$ cat config.mk
export PLATFORM = sky130hd
export DESIGN_NAME = ast_mod_unit
export DESIGN_NICKNAME = d
export VERILOG_FILES = /design/src/ast_pkg.sv /design/src/ast_mod_unit.sv
export SDC_FILE = /design/constraint.sdc
export NUM_CORES = 1
export LEC_CHECK = 0
export BUFFER_PORTS_ARGS = -buffer_cell sky130_fd_sc_hd__buf_2
export CAP_MARGIN = 5
export CORE_MARGIN = 5
export CORE_UTILIZATION = 37
export CTS_BUF_LIST = sky130_fd_sc_hd__clkbuf_16
export DETAILED_ROUTE_END_ITERATION = 7
export SLEW_MARGIN = 20
export SYNTH_ARGS = -nofsm -noshare
export SYNTH_HDL_FRONTEND = slang
export SYNTH_SLANG_ARGS = --single-unit
$ cat constraint.sdc
create_clock -name clk -period 3.7 [get_ports clk]
set_input_delay 0.37 -clock clk [delete_from_list [all_inputs] [get_ports clk]]
set_output_delay 0.37 -clock clk [all_outputs]
set_load 0.01 [all_outputs]
$ cat src/ast_pkg.sv
// ----------------------------------------------------------------------------
// ast_pkg
// shared types and codes of the aggregation slot tracker: actions, register
// indexes, the sequencer states, the slot row layout and the remainder unit
// request and response
// ----------------------------------------------------------------------------
package ast_pkg;

  localparam int SEEN_W = 32;
  localparam int CNT_W  = 7;
  localparam int FAN_W  = 6;

  typedef enum logic [1:0] {
    ACT_DROP  = 2'd0,
    ACT_UP    = 2'd1,
    ACT_DOWN  = 2'd2,
    ACT_REPLY = 2'd3
  } action_t;

  typedef enum logic [1:0] {
    REG_NUM_WORKERS = 2'd0,
    REG_FAN_IN      = 2'd1,
    REG_TOP_LEVEL   = 2'd2
  } reg_idx_t;

  typedef enum logic [2:0] {
    S_CLEAR,
    S_IDLE,
    S_LOOK,
    S_MODW,
    S_MODF,
    S_EMIT
  } state_t;

  // one memory row holds both versions of a slot
  typedef struct packed {
    logic [1:0][CNT_W-1:0]  cnt;
    logic [1:0][SEEN_W-1:0] seen;
  } row_t;

  localparam int ROW_W = $bits(row_t);

  typedef struct packed {
    logic             start;
    logic [CNT_W:0]   dividend;
    logic [CNT_W-1:0] divisor;
  } mod_req_t;

  typedef struct packed {
    logic             done;
    logic [CNT_W-1:0] rem;
  } mod_rsp_t;

endpackage

$ cat src/ast_mod_unit.sv
// ----------------------------------------------------------------------------
// ast_mod_unit
// restoring remainder unit, one quotient bit per cycle, eight iterations, the
// result and its done flag appear after the last iteration
// ----------------------------------------------------------------------------
module ast_mod_unit (
  input  logic              clk,
  input  logic              rst_n,
  input  ast_pkg::mod_req_t req,
  output ast_pkg::mod_rsp_t rsp
);
  import ast_pkg::*;

  logic [CNT_W:0]   div_r;
  logic [CNT_W-1:0] d_r;
  logic [CNT_W-1:0] rem_r;
  logic [2:0]       step_r;
  logic             busy_r;
  logic             done_r;
  logic [CNT_W:0]   trial;

  assign trial = {rem_r, div_r[CNT_W]};

  always_ff @(posedge clk) begin
    if (!rst_n) begin
      busy_r <= 1'b0;
      done_r <= 1'b0;
    end else begin
      if (req.start) begin
        busy_r <= 1'b1;
        done_r <= 1'b0;
        step_r <= 3'd7;
        div_r  <= req.dividend;
        d_r    <= req.divisor;
        rem_r  <= '0;
      end else if (busy_r) begin
        if (trial >= {1'b0, d_r}) begin
          rem_r <= CNT_W'(trial - {1'b0, d_r});
        end else begin
          rem_r <= trial[CNT_W-1:0];
        end
        div_r <= {div_r[CNT_W-1:0], 1'b0};
        if (step_r == 3'd0) begin
          busy_r <= 1'b0;
          done_r <= 1'b1;
        end else begin
          step_r <= step_r - 3'd1;
          done_r <= 1'b0;
        end
      end else begin
        done_r <= 1'b0;
      end
    end
  end

  assign rsp.done = done_r;
  assign rsp.rem  = rem_r;

  a_no_start_busy: assert property (@(posedge clk) disable iff (!rst_n)
    !(req.start && busy_r)) else $error("remainder unit restarted while busy");

  a_latency: assert property (@(posedge clk) disable iff (!rst_n)
    req.start |-> ##9 done_r) else $error("remainder unit latency wrong");

  a_rem_range: assert property (@(posedge clk) disable iff (!rst_n)
    done_r |-> (rem_r < d_r)) else $error("remainder not below divisor");

endmodule

# After elaboration in Yosys (flattened, before gate mapping)
# Index checks and enable logic that the tools add are counted.
[classes]
n_addsub = 2
order_cmp = 1
n_eq_ne = 1
n_mux = 10
n_bitwise = 2
reduce_logical = 6
[ops]
columns = ["operator", "n"]
rows = [
  ["2-to-1 mux 8 bit", 2],
  ["2-to-1 mux 7 bit", 2],
  [">= comparator 8 x 7 -> 1 bit", 1],
  ["subtractor 7 bit", 1],
  ["2-to-1 mux 3 bit", 2],
  ["2-to-1 mux 1 bit", 4],
  ["AND reduction 2 bit", 2],
  ["logical NOT 3 bit", 1],
  ["AND reduction 3 bit", 1],
  ["OR reduction 3 bit", 1],
  ["subtractor 3 x 1 -> 3 bit (second input constant)", 1],
  ["!= test 2 bit (second input constant)", 1],
  ["NOT 1 bit", 2],
  ["nonzero test 2 bit", 1],
]
[word_totals]
register_bits = 27
wordCells = 28

# Longest topological paths before layout
[logic_depth]
word_depth = 4
depth_mapped = 9
depth_no_buf = 9

# Worst setup path after synthesis
# Ideal clock, no wire load.
[synth_timing]
path_type = "register -> register"
start = "reg div_r[7]"
end = "reg rem_r[2], data pin"
setup_ns = 0.272
arrival_time_ns = 1.839
required_time_ns = 3.428
setup_slack_ns = 1.590
path_stages_with_launch = 10
cell_sequence = "edfxtp_1 inv_1 ha_1 inv_1 fa_1 a21o_1 a21oi_4 a31oi_2 nor3_1 a211oi_2"
[synth_between]
elab_chain_len = 3
elab_cells_between_ends = 4
[synth_lines]
columns = ["element", "line", "source"]
rows = [
  ["start, declared", "ast_mod_unit.sv:14", "logic [CNT_W:0] div_r;"],
  ["start signal, assigned", "ast_mod_unit.sv:33", "div_r <= req.dividend;"],
  ["start signal, assigned", "ast_mod_unit.sv:42", "div_r <= {div_r[CNT_W-1:0], 1'b0};"],
  ["subtractor 7 bit / >= comparator 8 x 7 -> 1 bit (equally long branches)", "ast_mod_unit.sv:38, ast_mod_unit.sv:37", ""],
  ["2-to-1 mux 7 bit *", "ast_mod_unit.sv:37", "if (trial >= {1'b0, d_r}) begin"],
  ["2-to-1 mux 7 bit *", "ast_mod_unit.sv:36", "end else if (busy_r) begin"],
  ["end signal, assigned", "ast_mod_unit.sv:38", "rem_r <= CNT_W'(trial - {1'b0, d_r});"],
  ["end signal, assigned", "ast_mod_unit.sv:40", "rem_r <= trial[CNT_W-1:0];"],
  ["end, declared", "ast_mod_unit.sv:16", "logic [CNT_W-1:0] rem_r;"],
]
# Every way passes the cells marked *; elsewhere a longest branch is shown, timed or not. The select of a mux whose other input is x is not followed.
# A chain may end at the register's enable or synchronous reset.

# Final worst setup path
[layout_timing]
start = "reg div_r[7]"
end = "reg rem_r[0], data pin"
# Same word-level chain as after synthesis.

==> results.txt <==
* Maximum fanout count along the critical path: 6
- Global-route met2 utilization: 0.167
- Peak clock frequency supported by timing: ~440 MHz
- Critical Path Most Common Cell: inv_1
* Fraction of the cycle the final worst path needs: 0.617
- The worst setup path is launched from a flip-flop.
* Global routing met3 resource utilization: 0.0243
* I/O pin count: 26
- Drt first-iter violations: between 40 and 50
* Average cell area after synthesis: 12.2 sq um
- Critical path buffer and inverter count: 2
- The worst path in the final design needs a cycle of 2.28 ns, including I/O delays and setup.
- Worst hold path depth: 1
- Number of warnings reported in the yosys synthesis log: 0
- Simple-gate share of the synthesized area: 0.117
- TritonCTS created 3 clock buffers.
- Fill cell instance count of the final layout: 373
- Leakage dissipation: about 0.7 nW
* Series of cell instances along the critical path: inv_1, ha_1, inv_1, fa_1, a21o_1, a21oi_4, a31oi_2, nor3_1, a211oi_2
- CTS tree: built
- In this run the tightest slew margin relative to its limit is 0.555.
- Area of placed instances: 1690 sq um
* Clock tree root buffer cell: clkbuf_16
- Between clock sinks in the finished design, the worst skew comes to roughly 0.003 ns.
- Max Slew Vio Count: 0
* Accumulated negative setup slack: 0 ns
- DRT Pass-1 Iters: 4
- Most utilized layer in the global route result: met2
- In the global route stage, met1 resource usage came out at 0.132.
* Initial Utilization: 0.381
* Die outline height: 74.0 um
* Final estimated routing congestion in global placement: 0.805
- After layout, the design draws a total of 794 uW.
- Final number of hold-violating endpoints: 0
- Pwr/cell area: 449 nW/um^2
* Syn-to-layout area delta: 16.9%
* Setup repair after global routing missed its margin: no
* Number of global-route vias before repair: 1,056
- The initial antenna violation count was 0.
- Number of buffers inserted to repair setup after CTS: 0
- Synthesis instantiated 40 different standard cells from the library.
* Kind of end point of the critical path: flip-flop
* Clock Tree Buf Depth: 2
- For this block, the via count after detailed routing is approximately 1,000.
- The tool flagged a number of max-cap violations equal to 0.
* Global-route wire length before repair: roughly 4500 um
- The clock drives 27 sinks.
- Nets in the synthesized netlist: 152
- The number of hold buffers added after CTS was 0.
- Final worst setup slack: about 1.4 ns
- Capturing point of the worst reg2reg path: rem_r[0]$_SDFFCE_PP0P_
* Final std cell area, no fill: roughly 1800 sq um
* Placeable core region: about 4000 sq um
- Die area: about 5500 sq um
- On the worst path, the slowest cell contributes a delay of about 0.40 ns.
- Count of nets after finishing: 179
- Pin count of the biggest net entering global routing: 22
- CTS-repair resized insts: 0
* Worst slack, placed: 1.43 ns
- The clock reaches the later pin of the worst-skew pair after 0.26 ns.
* Class of the most critical hold timing path: in2reg
- In this run the most critical hold path is launched from req[0].
- The mapped netlist covers 1510 sq um.
- Setup violations remaining at the end of the flow were counted as 0.
- The kind of cell with the highest combined delay along the critical path is compound AO/OA/AOI/OAI gates.
* Run status: complete, no violations
- Combined global-route utilization of all metal layers: 0.106
- Number of buffer cells added on primary ports: 25
* Register-to-Register Setup Slack: 1.42 ns
- The slowest stage of the critical path belongs to the cell fa_1.
- The worst hold path terminates at d_r[0]$_DFFE_PP_.
- Using the TritonRoute via totals, the vias-per-cell ratio works out to 5.09.
* Average wire length per cell after detail routing: 13.4 um
* Total number of placement rows: 23
- After synthesis the netlist holds a flip-flop and latch count of 27.
- After detailed routing, the number of remaining DRC violations is 0.
- In the final layout, the share of cells above drive strength 1 is 0.280.
- CTS H-tree lvls: 1
* DIE WIDTH: 74.0 um
- At the worst endpoint, the arrival time is 2.28 ns.
- Counting every instance in the synthesized netlist gives 124.
- Combinational family with the most area after synthesis: compound AO/OA/AOI/OAI gates
- For the worst flop-to-flop path, the logic depth is 9.
- Remaining antenna violation count: 0
* Detailed placement HPWL: 2140 um
- Total wire length: roughly 2700 um
- For this run the aggregate overflow at the end of global routing stands at 0.
- Largest vdd supply drop: about 180 uV
* Ant. Diodes: 0
- The library cells used most frequently in the layout, excluding fill and tap cells, are edfxtp_1 (25), buf_2 (25), inv_1 (14).
* Worst Tran Pin Value: 0.667 ns
- Synth Area in Compound Gates: 0.146
- Adder-cell share of the synthesized area: 0.0876
- Clock-pin slew was measured on the worst setup and hold paths at 0.06 ns.
- Worst r2r src: div_r[7]$_DFFE_PP_
- Data required, critical path: 3.70 ns
* Multiplexer share of the synthesized area: 0.0653
* Sequential element share of the synthesized area: 0.522
- Type of the worst setup path: reg2reg
- Xor and xnor area share after synthesis: 0.0174
[power breakdown]
group          internal (mW)  switching [mW]  total [mW]
clock                  0.147          0.0930       0.240
sequential             0.362          0.0119       0.374
combinational         0.0802           0.100       0.181
[cell usage after synthesis (all sizes together)]
| library cell | count | area (sq um) |
|---|---|---|
| nor3 | 4 | 20.0 |
| or3 | 1 | 6.26 |
| nor2b | 3 | 18.8 |
| o31a | 1 | 8.76 |
| a22o | 1 | 8.76 |
| ha | 9 | 113 |
| clkbuf | 2 | 7.51 |
| or2 | 1 | 6.26 |
| edfxtp | 25 | 751 |
| fa | 1 | 20.0 |
| a221oi | 1 | 8.76 |
| a21oi | 8 | 55.1 |
| nor2 | 4 | 31.3 |
| a21boi | 2 | 15.0 |
| xnor2 | 3 | 26.3 |
| o21a | 3 | 22.5 |
| a31o | 1 | 17.5 |
| mux2 | 7 | 78.8 |
| mux2i | 2 | 20.0 |
| o21ai | 5 | 25.0 |
| nand3 | 9 | 45.0 |
| nand2 | 2 | 10.0 |
| o22ai | 1 | 6.26 |
| a211oi | 2 | 25.0 |
| o2111ai | 1 | 8.76 |
| and2 | 1 | 6.26 |
| nand3b | 1 | 7.51 |
| buf | 1 | 7.51 |
| nand2b | 3 | 18.8 |
| a31oi | 1 | 12.5 |
| a21o | 1 | 7.51 |
| inv | 14 | 52.6 |
| dfxtp | 2 | 40.0 |
| nand4 | 1 | 6.26 |
[logic make-up (layout without fill, tap and decap cells)]
group           after synthesis  count (layout)
simple gates                 30              30
compound gates               28              28
flops                        27              27
buf+inv                      17              43
fa+ha+maj                    10              10
mux                           9               9
xor+xnor                      3               3
[how the worst max path moves through the flow]
| stage | slack (ns) | cells past startpoint | from | end |
|---|---|---|---|---|
| after detailed placement | 1.43 | 9 | div_r[7]$_DFFE_PP_ | rem_r[0]$_SDFFCE_PP0P_ |
| after global placement | 1.50 | 9 | div_r[7]$_DFFE_PP_ | rem_r[0]$_SDFFCE_PP0P_ |
| final | 1.42 | 9 | div_r[7]$_DFFE_PP_ | rem_r[0]$_SDFFCE_PP0P_ |
| after global routing | 1.28 | 9 | div_r[7]$_DFFE_PP_ | rem_r[0]$_SDFFCE_PP0P_ |
| after floorplan | 1.59 | 9 | div_r[7]$_DFFE_PP_ | rem_r[2]$_SDFFCE_PP0P_ |
| after CTS | 1.42 | 9 | div_r[7]$_DFFE_PP_ | rem_r[0]$_SDFFCE_PP0P_ |
[routing by layer]
layer / up-vias / part of all wire / wire length, um
met3: 7 / 0.054 / 146
met5: - / 0 / 0
met4: 0 / 0.023 / 63
met1: 479 / 0.45 / 1200
li1: 508 / - / -
met2: 24 / 0.48 / 1280
[cell type report]
cell class	instances	area, sq um	share of cell area
Clock buffer	3	75.1	0.0424
Clock inverter	1	7.51	0.00424
Inverter	14	52.6	0.0297
Multi-Input combinational cell	80	656	0.371
Sequential cell	27	791	0.447
Tap cell	50	62.6	0.0354
Timing Repair Buffer	25	125	0.0707
[metrics by stage]
| stage | hold slack [ns] | std cells | utilization |
|---|---|---|---|
| floorplan | 0.422 | 124 | - |
| global placement | 0.440 | 196 | 0.425 |
| detailed placement | 0.457 | 196 | 0.425 |
| CTS | 0.275 | 200 | 0.445 |
| global route | 0.270 | 200 | 0.445 |
| finish | 0.284 | 200 | 0.445 |
[state kept, by name, summed over array words and instances (netlist names)]
signal	flops
busy_r	1
d_r	7
div_r	8
done_r	1
rem_r	7
step_r	3
Power figures use the tool's default switching activity.
