## src/ast_ram.sv

```systemverilog
// ----------------------------------------------------------------------------
// ast_ram
// generic single write port, single read port ram with registered read data
// ----------------------------------------------------------------------------
module ast_ram #(
  parameter int WIDTH = 8,
  parameter int DEPTH = 16,
  parameter int AW    = (DEPTH > 1) ? $clog2(DEPTH) : 1
) (
  input  logic             clk,
  input  logic             we,
  input  logic [AW-1:0]    waddr,
  input  logic [WIDTH-1:0] wdata,
  input  logic [AW-1:0]    raddr,
  output logic [WIDTH-1:0] rdata
);

  logic [WIDTH-1:0] mem [DEPTH];
  logic [WIDTH-1:0] rdata_r;

  always_ff @(posedge clk) begin
    if (we) begin
      mem[waddr] <= wdata;
    end
    rdata_r <= mem[raddr];
  end

  assign rdata = rdata_r;

endmodule

```

## config.mk

```make
export PLATFORM = sky130hd
export DESIGN_NAME = ast_ram
export DESIGN_NICKNAME = d
export VERILOG_FILES = /design/src/ast_ram.sv
export SDC_FILE = /design/constraint.sdc
export NUM_CORES = 1
export LEC_CHECK = 0
export BUFFER_PORTS_ARGS = -buffer_cell sky130_fd_sc_hd__buf_2
export CAP_MARGIN = 20
export CORE_MARGIN = 5
export CORE_UTILIZATION = 35
export DETAILED_ROUTE_END_ITERATION = 12
export HOLD_SLACK_MARGIN = 0.02
export REMOVE_ABC_BUFFERS = 1
export SYNTH_ARGS = -nofsm -noshare
export SYNTH_HDL_FRONTEND = slang
export SYNTH_SLANG_ARGS = --single-unit
```

## constraint.sdc

```tcl
create_clock -name clk -period 2.89 [get_ports clk]
set_input_delay 0 -clock clk [delete_from_list [all_inputs] [get_ports clk]]
set_output_delay 0 -clock clk [all_outputs]
set_load 0.01 [all_outputs]
```

After elaboration in Yosys (flattened, before gate mapping)
Memories as Yosys holds them, arrays and structs flattened. A register that Yosys moved wholly into a read port is not among the register bits.
Index checks and enable logic that the tools add are counted.
{"block": "word_totals", "ff_bits": 0, "mem_bits_rw": 128, "out_inout_bits": 8, "memories": 1}
{"memory": "mem", "depth": 16, "width": 8, "read_ports": 1, "rd_ports_with_merged_regs": 1, "write_ports": 1, "line": "18", "rtl": "logic [WIDTH-1:0] mem [DEPTH];"}
{"block": "op_classes", "mux": 2}
{"operator": "$mux W1", "count": 2}

Longest topological paths before layout
Gate-level depths: netlist of the first run.
{"block": "depth", "word_depth": 2, "depth_mapped": 5, "depth_no_buf": 3}

Worst setup path after synthesis of the first run
Ideal clock, no wire load.
{"block": "synth_path", "path_type": "input-to-reg", "startpoint": "in waddr[2]", "endpoint": "mem mem[0][0] (enable)", "setup_ns": 0.383, "t_arrival_ns": 1.110, "t_required_ns": 2.507, "setup_slack_ns": 1.397, "cell_stages": 2, "path_buffers": 0, "cell_sequence": "or3b_2 -> nor3_1"}
{"element": "from (decl)", "line": "12", "rtl": "input logic [AW-1:0] waddr,"}
{"element": "to (decl)", "line": "18"}
Straight into the memory's write port.

==> flow_summary.json, run 1 <==
{
  "outcome": "completed",
  "synth_area_leaders": "edfxtp_1 (75%), mux4_2 (7.9%), mux4_1 (7.1%)",
  "numClockSinks": 136,
  "root_buffer": "clkbuf_16",
  "synth_largest_area_cell": "edfxtp_1",
  "first_pass_iters": 4,
  "io_pins": 26,
  "clkLatencyLatePin_ns": 0.41,
  "avgSynthCellArea_um2": 22.5,
  "synthMuxAreaShare_pct": 15.0,
  "die_h_um": 131,
  "routed_wl_um": 9960,
  "cts_resized": 0,
  "max_cap_viol_count": 0,
  "ant_nets": 0,
  "cp-end-kind": "register",
  "drt-initial-drc-count": 206,
  "cellPowerDensity_nw_per_um2": 701,
  "port_buffers": 25,
  "synth-simple-area-share_pct": 3.18,
  "rows": 44,
  "synth_top_area_share_pct": 74.7,
  "place_area_um2": 5470,
  "gp_congestion": 0.680,
  "critPathRequiredTime_ns": 3.17,
  "final_max_slew_viol_count": 0,
  "fin_skew_ns": 0.00842,
  "synth_seq_cells": 136,
  "fin_tns_setup_ns": 0,
  "whs_ns": 0.157,
  "cts_max_level": 4,
  "via_per_inst": 5.12,
  "fin_area_um2": 6050,
  "cts_setup_buffers": 0,
  "hold_buffers": 8,
  "antenna_found_initial": 0,
  "grt_max_degree": 33,
  "critical_path_arrival_ns": 1.72,
  "clk_pin_slew_worst_paths_ns": 0.06,
  "diodes": 0,
  "grt_pass1_wl_um": 15200,
  "synth-compound-area-share_pct": 2.33,
  "cts_tree": "built",
  "worstPathMaxFanout": 21,
  "areaGrowthSynthToFinish_pct": 17.5,
  "vias": 2431,
  "dp_hpwl_um": 6310,
  "multi_input_area_um2": 1060,
  "worstMarginPinSlew_ns": 0.977,
  "yosys.area_share.adder_pct": 0,
  "gr-total-overflow": 0,
  "fmax_mhz": 695,
  "seqCellArea_um2": 4000,
  "cp-start-kind": "input port",
  "fin_nets": 296,
  "ir_drop_mv": 0.409,
  "hp-class": "in2reg",
  "syn_area_um2": 5150,
  "setup_viol": 0,
  "synth-seq-area-share_pct": 77.8,
  "clock_path_buffers": 2,
  "core_area_um2": 14500,
  "start_util_pct": 35.6,
  "cts_buffers": 17,
  "fin_crit_sh_pct": 49.8,
  "synth_warnings": 0,
  "grtUsageTotal_pct": 11.9,
  "synth_top_family_by_area": "multiplexers",
  "grt_pass1_vias": 2550,
  "wire_per_inst_um": 21.0,
  "synth_xor_area_share_pct": 0,
  "relSlewSlack_pct": 34.6,
  "period_minus_slack_ns": 1.44,
  "drcViolationCount": 0,
  "syn_inst": 229,
  "fill_cells": 1254,
  "chipWidth_um": 131,
  "synth_cell_type_count": 19,
  "leakagePower_nw": 2.01,
  "die-area_um2": 17200,
  "rsz0062_at_grt": "false",
  "hold_viol": 0,
  "worstSetupPathType": "in2reg",
  "drive_gt1_share_pct": 26.1
}
-- cells by family (layout without fill, tap and decap cells) --
family / count (synthesis) / in the layout
AOI/OAI and AO/OA: 16 / 16
muxes: 32 / 32
buffers and inverters: 10 / 72
and+or+nand+nor: 35 / 35
DFF: 136 / 136
-- critical path: stages --
cell and delay, ns:
buf_2 0.54, buf_4 0.26, mux4_1 0.56, a22oi_1 0.27, nand2_1 0.09
-- stage by stage --
step                      setup WS, ns  power (mW)  utilization [%]  std cells
after floorplan                   1.40        2.35                -        219
after global placement           0.999        2.46             37.8        435
after detailed placement          1.01        2.46             37.8        435
after CTS                         1.42        4.27             41.8        475
after global routing              1.34        4.38             41.8        475
final                             1.45        4.24             41.8        475
-- routing by layer --
metal  track usage [%]  vias up  routed length [µm]
met3              3.94        9                 623
li1                  -     1069                   -
met1              16.8     1284                4580
met5                 0        -                   0
met4              4.34        0                 103
met2              17.2       69                4650
-- synthesized netlist by cell type, drive strengths merged --
| library cell | instances |
|---|---|
| buf | 7 |
| nand2 | 9 |
| and2b | 1 |
| nor2 | 13 |
| nor3 | 4 |
| and2 | 1 |
| nand3b | 2 |
| nand2b | 2 |
| dfxtp | 8 |
| nand3 | 1 |
| a22oi | 16 |
| nor2b | 1 |
| edfxtp | 128 |
| clkdlybuf4s25 | 3 |
| or3b | 1 |
| mux4 | 32 |
-- flip-flops by register name, indices dropped and copies added, names as in the netlist --
register / flops
rdata: 8
mem: 128
-- final timing paths --
kind / end / depth (start not counted) / start / slack (ns)
worst min register to register: rdata[1]$_DFF_P_ / 3 / mem[7][1]$_DFFE_PP_ / 0.67
worst max-delay path: rdata[2]$_DFF_P_ / 5 / raddr[0] / 1.45
worst min-delay path: mem[4][0]$_DFFE_PP_ / 3 / waddr[0] / 0.16
worst max register to register: rdata[2]$_DFF_P_ / 3 / mem[9][2]$_DFFE_PP_ / 1.54
-- report_power, final --
group,switching (mW),leakage [nW],internal [mW]
clock network,0.745,0.243,1.07
registers,0.0133,1.22,2.21
logic,0.118,0.539,0.0891
total,0.876,2.01,3.36
-- placed cells by master, fill, tap and decap left out, drive strengths merged, types with 2 or more instances in the layout --
cell / Yosys / routed
dfxtp: 8 / 8
clkinv: 0 / 11
nand2: 9 / 9
nor2: 13 / 13
nand2b: 2 / 2
dlygate4sd3: 0 / 8
clkinvlp: 0 / 2
a22oi: 16 / 16
mux4: 32 / 32
nor3: 4 / 4
clkbuf: 0 / 19
edfxtp: 128 / 128
buf: 7 / 32
nand3b: 2 / 2
-- layout make-up --
type	instances	share of cell area, %
tap	184	3.81
multi-input combinational	83	17.5
clock inverter	13	1.06
sequential	136	66.2
timing repair buffer	40	4.26
clock buffer	19	7.16
No activity file was read; power rests on OpenSTA's default activity.
==> inputs of run 2 (changes only) <==
--- a/config.mk
+++ b/config.mk
@@ -5,6 +5,7 @@
 export SDC_FILE = /design/constraint.sdc
 export NUM_CORES = 1
 export LEC_CHECK = 0
+export ABC_AREA = 1
 export BUFFER_PORTS_ARGS = -buffer_cell sky130_fd_sc_hd__buf_2
 export CAP_MARGIN = 20
 export CORE_MARGIN = 5
==> constraint.sdc (replaced) <==
create_clock -name clk -period 1.4 [get_ports clk]
set_input_delay 0 -clock clk [delete_from_list [all_inputs] [get_ports clk]]
set_output_delay 0 -clock clk [all_outputs]
set_load 0.01 [all_outputs]
==> run 2 against run 1 <==
  * Global-route usage increased by 1.6 points
  * Design area increased by 14%
  * Largest cell class unchanged
  * Clock skew decreased by 0.0038 ns
  * Non-clock buffer count increased by 17
  * Area after synthesis increased by 12%
  * Die area increased by 11%
==> flow_summary.json, run 2 <==
{
  "cts_tree": "built",
  "grt_util_met1_pct": 17.6,
  "place_area_um2": 6220,
  "synth_top_area_share_pct": 66.7,
  "diodes": 0,
  "leakagePower_nw": 2.97,
  "first_pass_iters": 4,
  "core_area_um2": 16300,
  "syn_area_um2": 5770,
  "worstMarginPinSlew_ns": 0.362,
  "relSlewSlack_pct": 75.9,
  "synth_largest_area_cell": "edfxtp_1",
  "swShare_pct": 20.3,
  "max_cap_viol_count": 0,
  "dp_hpwl_um": 7830,
  "synth-seq-area-share_pct": 69.4,
  "synth_seq_cells": 136,
  "final_common_cell": "nand2_1",
  "switchingPower_mw": 1.95,
  "fin_skew_ns": 0.00459,
  "p_comb_share_pct": 5.9,
  "chipWidth_um": 138,
  "whs_path_depth": 4,
  "start_util_pct": 35.3,
  "cp-end-kind": "primary output",
  "drive_gt1_share_pct": 12.5,
  "critPathSlowestCell": "dfxtp_1",
  "cts_max_level": 4,
  "grtUsageTotal_pct": 13.5,
  "grt_pass1_wl_um": 20000,
  "port_buffers": 25,
  "rr_worst_depth": 6,
  "synth_warnings": 0,
  "setup_viol": 0,
  "fin_total_pwr_mw": 9.62,
  "via_per_inst": 4.56,
  "cpPeakStageDelay_ns": 0.39,
  "root_buffer": "clkbuf_16",
  "vias": 3800,
  "io_pins": 26,
  "yosys-top-cells-count": "nand2_1 (173), edfxtp_1 (128), inv_1 (100), nand3_1 (97), nor2_1 (17)",
  "rr_startpoint": "mem[11][5]$_DFFE_PP_",
  "top_register": "mem",
  "largest_reg_flops": 128,
  "path_buf_inv": 1,
  "synth_edf_count": 128,
  "wire_per_inst_um": 14.8,
  "cp-start-kind": "register",
  "worstSetupPathType": "reg2out",
  "clkLatencyLatePin_ns": 0.41,
  "intPower_mw": 7.67,
  "whs_ns": 0.0462,
  "period_minus_slack_ns": 0.967,
  "critical_path_arrival_ns": 0.97,
  "outcome": "completed",
  "fin_tns_setup_ns": 0,
  "clk_pin_slew_worst_paths_ns": 0.05,
  "gr-total-overflow": 0,
  "grt_pass1_vias": 3859,
  "fin_crit_sh_pct": 69.1,
  "synth.most_common_cell": "nand2_1",
  "drt-initial-drc-count": 234,
  "numClockSinks": 136,
  "place_inst": 796,
  "synth_cell_type_count": 12,
  "ir_drop_mv": 0.928,
  "r2r-end": "rdata[5]$_DFF_P_",
  "hold_viol": 0,
  "fin_area_um2": 6890,
  "syn_inst": 551,
  "rows": 47,
  "routed_wl_um": 12300,
  "clock_path_buffers": 2,
  "fin_nets": 621,
  "gp_congestion": 0.777,
  "r2r_setup_slack_ns": 0.47,
  "die-area_um2": 19100,
  "cts_resized": 0,
  "critPathRequiredTime_ns": 1.40,
  "crit_chain": "buf_2",
  "async_flop_share_pct": 0,
  "grt.busiest_layer": "met2",
  "cellPowerDensity_nw_per_um2": 1400,
  "grt_use_met3_pct": 3.97,
  "seq_power_share_pct": 47.7,
  "antenna_found_initial": 0,
  "whs_endpoint": "rdata[3]$_DFF_P_",
  "cts_buffers": 17,
  "fmax_mhz": 1030,
  "ant_nets": 0,
  "met2_usage_pct": 21.2,
  "worstPathMaxFanout": 1,
  "synth_area_leaders": "edfxtp_1 (67%), nand2_1 (11%), nand3_1 (8.4%)",
  "rsz0062_at_grt": "false",
  "min_from": "raddr[3]",
  "avgSynthCellArea_um2": 10.5,
  "cp_top_family": "flip-flops",
  "pwr-share-clk_pct": 46.4,
  "cts_setup_buffers": 0,
  "final_max_slew_viol_count": 0,
  "drcViolationCount": 0,
  "areaGrowthSynthToFinish_pct": 19.4,
  "grt_max_degree": 65,
  "hp-class": "in2reg",
  "die_h_um": 138,
  "stdcell_count": 834,
  "final_cell_mix": "nand2_1 (173), edfxtp_1 (128), inv_1 (100)",
  "synth-main-ff-cell": "edfxtp_1"
}
## run 2: cell count changes after synthesis, sizes merged, moves of 2 or more
cell / change
inv: +102
a22oi: -16
mux4: -32
clkdlybuf4s25: -3
nand2: +164
nand2b: -2
buf: +17
nand3: +96
nor2: +4
nor3: -4
## run 2: worst max-delay path by stage
stage                              startpoint                to  slack (ns)  depth (start not counted)
after floorplan                      raddr[0]  rdata[2]$_DFF_P_        0.42                          6
after global placement               raddr[0]  rdata[5]$_DFF_P_        0.37                          8
after detailed placement             raddr[0]  rdata[4]$_DFF_P_        0.34                          8
after CTS                    rdata[6]$_DFF_P_          rdata[6]        0.43                          1
after global routing      mem[6][6]$_DFFE_PP_  rdata[6]$_DFF_P_        0.34                          6
final                        rdata[6]$_DFF_P_          rdata[6]        0.43                          1
## run 2: cells by family after synthesis
family	synth area share, %
flip-flops	69.4
buffers and inverters	9.52
AND/OR/NAND/NOR	21.0
## run 2: repair_timing
action	4_1_cts	5_1_grt
setup endpoints to repair	0	0
endpoints found under the hold margin	112	10
hold buffers	7	1
## run 2: stage by stage
| stage | worst slack (ns) | utilization, % |
|---|---|---|
| finish | 0.433 | 42.1 |
| global route | 0.338 | 42.1 |
| CTS | 0.426 | 42.1 |
| detailed placement | 0.343 | 38.0 |
| global placement | 0.373 | 38.0 |
| floorplan | 0.420 | - |
## run 2: power by group through the flow
stage / clock network, mW / registers [mW] / logic [mW]
floorplan: 0 / 4.67 / 0.246
global placement: 0 / 4.67 / 0.540
detailed placement: 0 / 4.67 / 0.550
CTS: 4.53 / 4.59 / 0.569
global route: 4.74 / 4.59 / 0.640
finish: 4.47 / 4.59 / 0.564
## run 2: cell type report
| type | count | area [µm²] |
|---|---|---|
| clock buffers | 18 | 429 |
| clock inverters | 12 | 159 |
| fillers | 1574 | 9460 |
| inverters | 102 | 383 |
| multi-input cells | 289 | 1210 |
| flip-flops and latches | 136 | 4000 |
| well taps | 220 | 275 |
| repair buffers | 57 | 423 |
## run 2: routing by layer
| layer | vias to the layer above | share of wire, % | routed length [µm] |
|---|---|---|---|
| met1 | 1803 | 44 | 5400 |
| met4 | 0 | 0.92 | 114 |
| met3 | 8 | 8.0 | 982 |
| met2 | 118 | 47 | 5840 |
| met5 | - | 0 | 0 |
| li1 | 1871 | - | - |
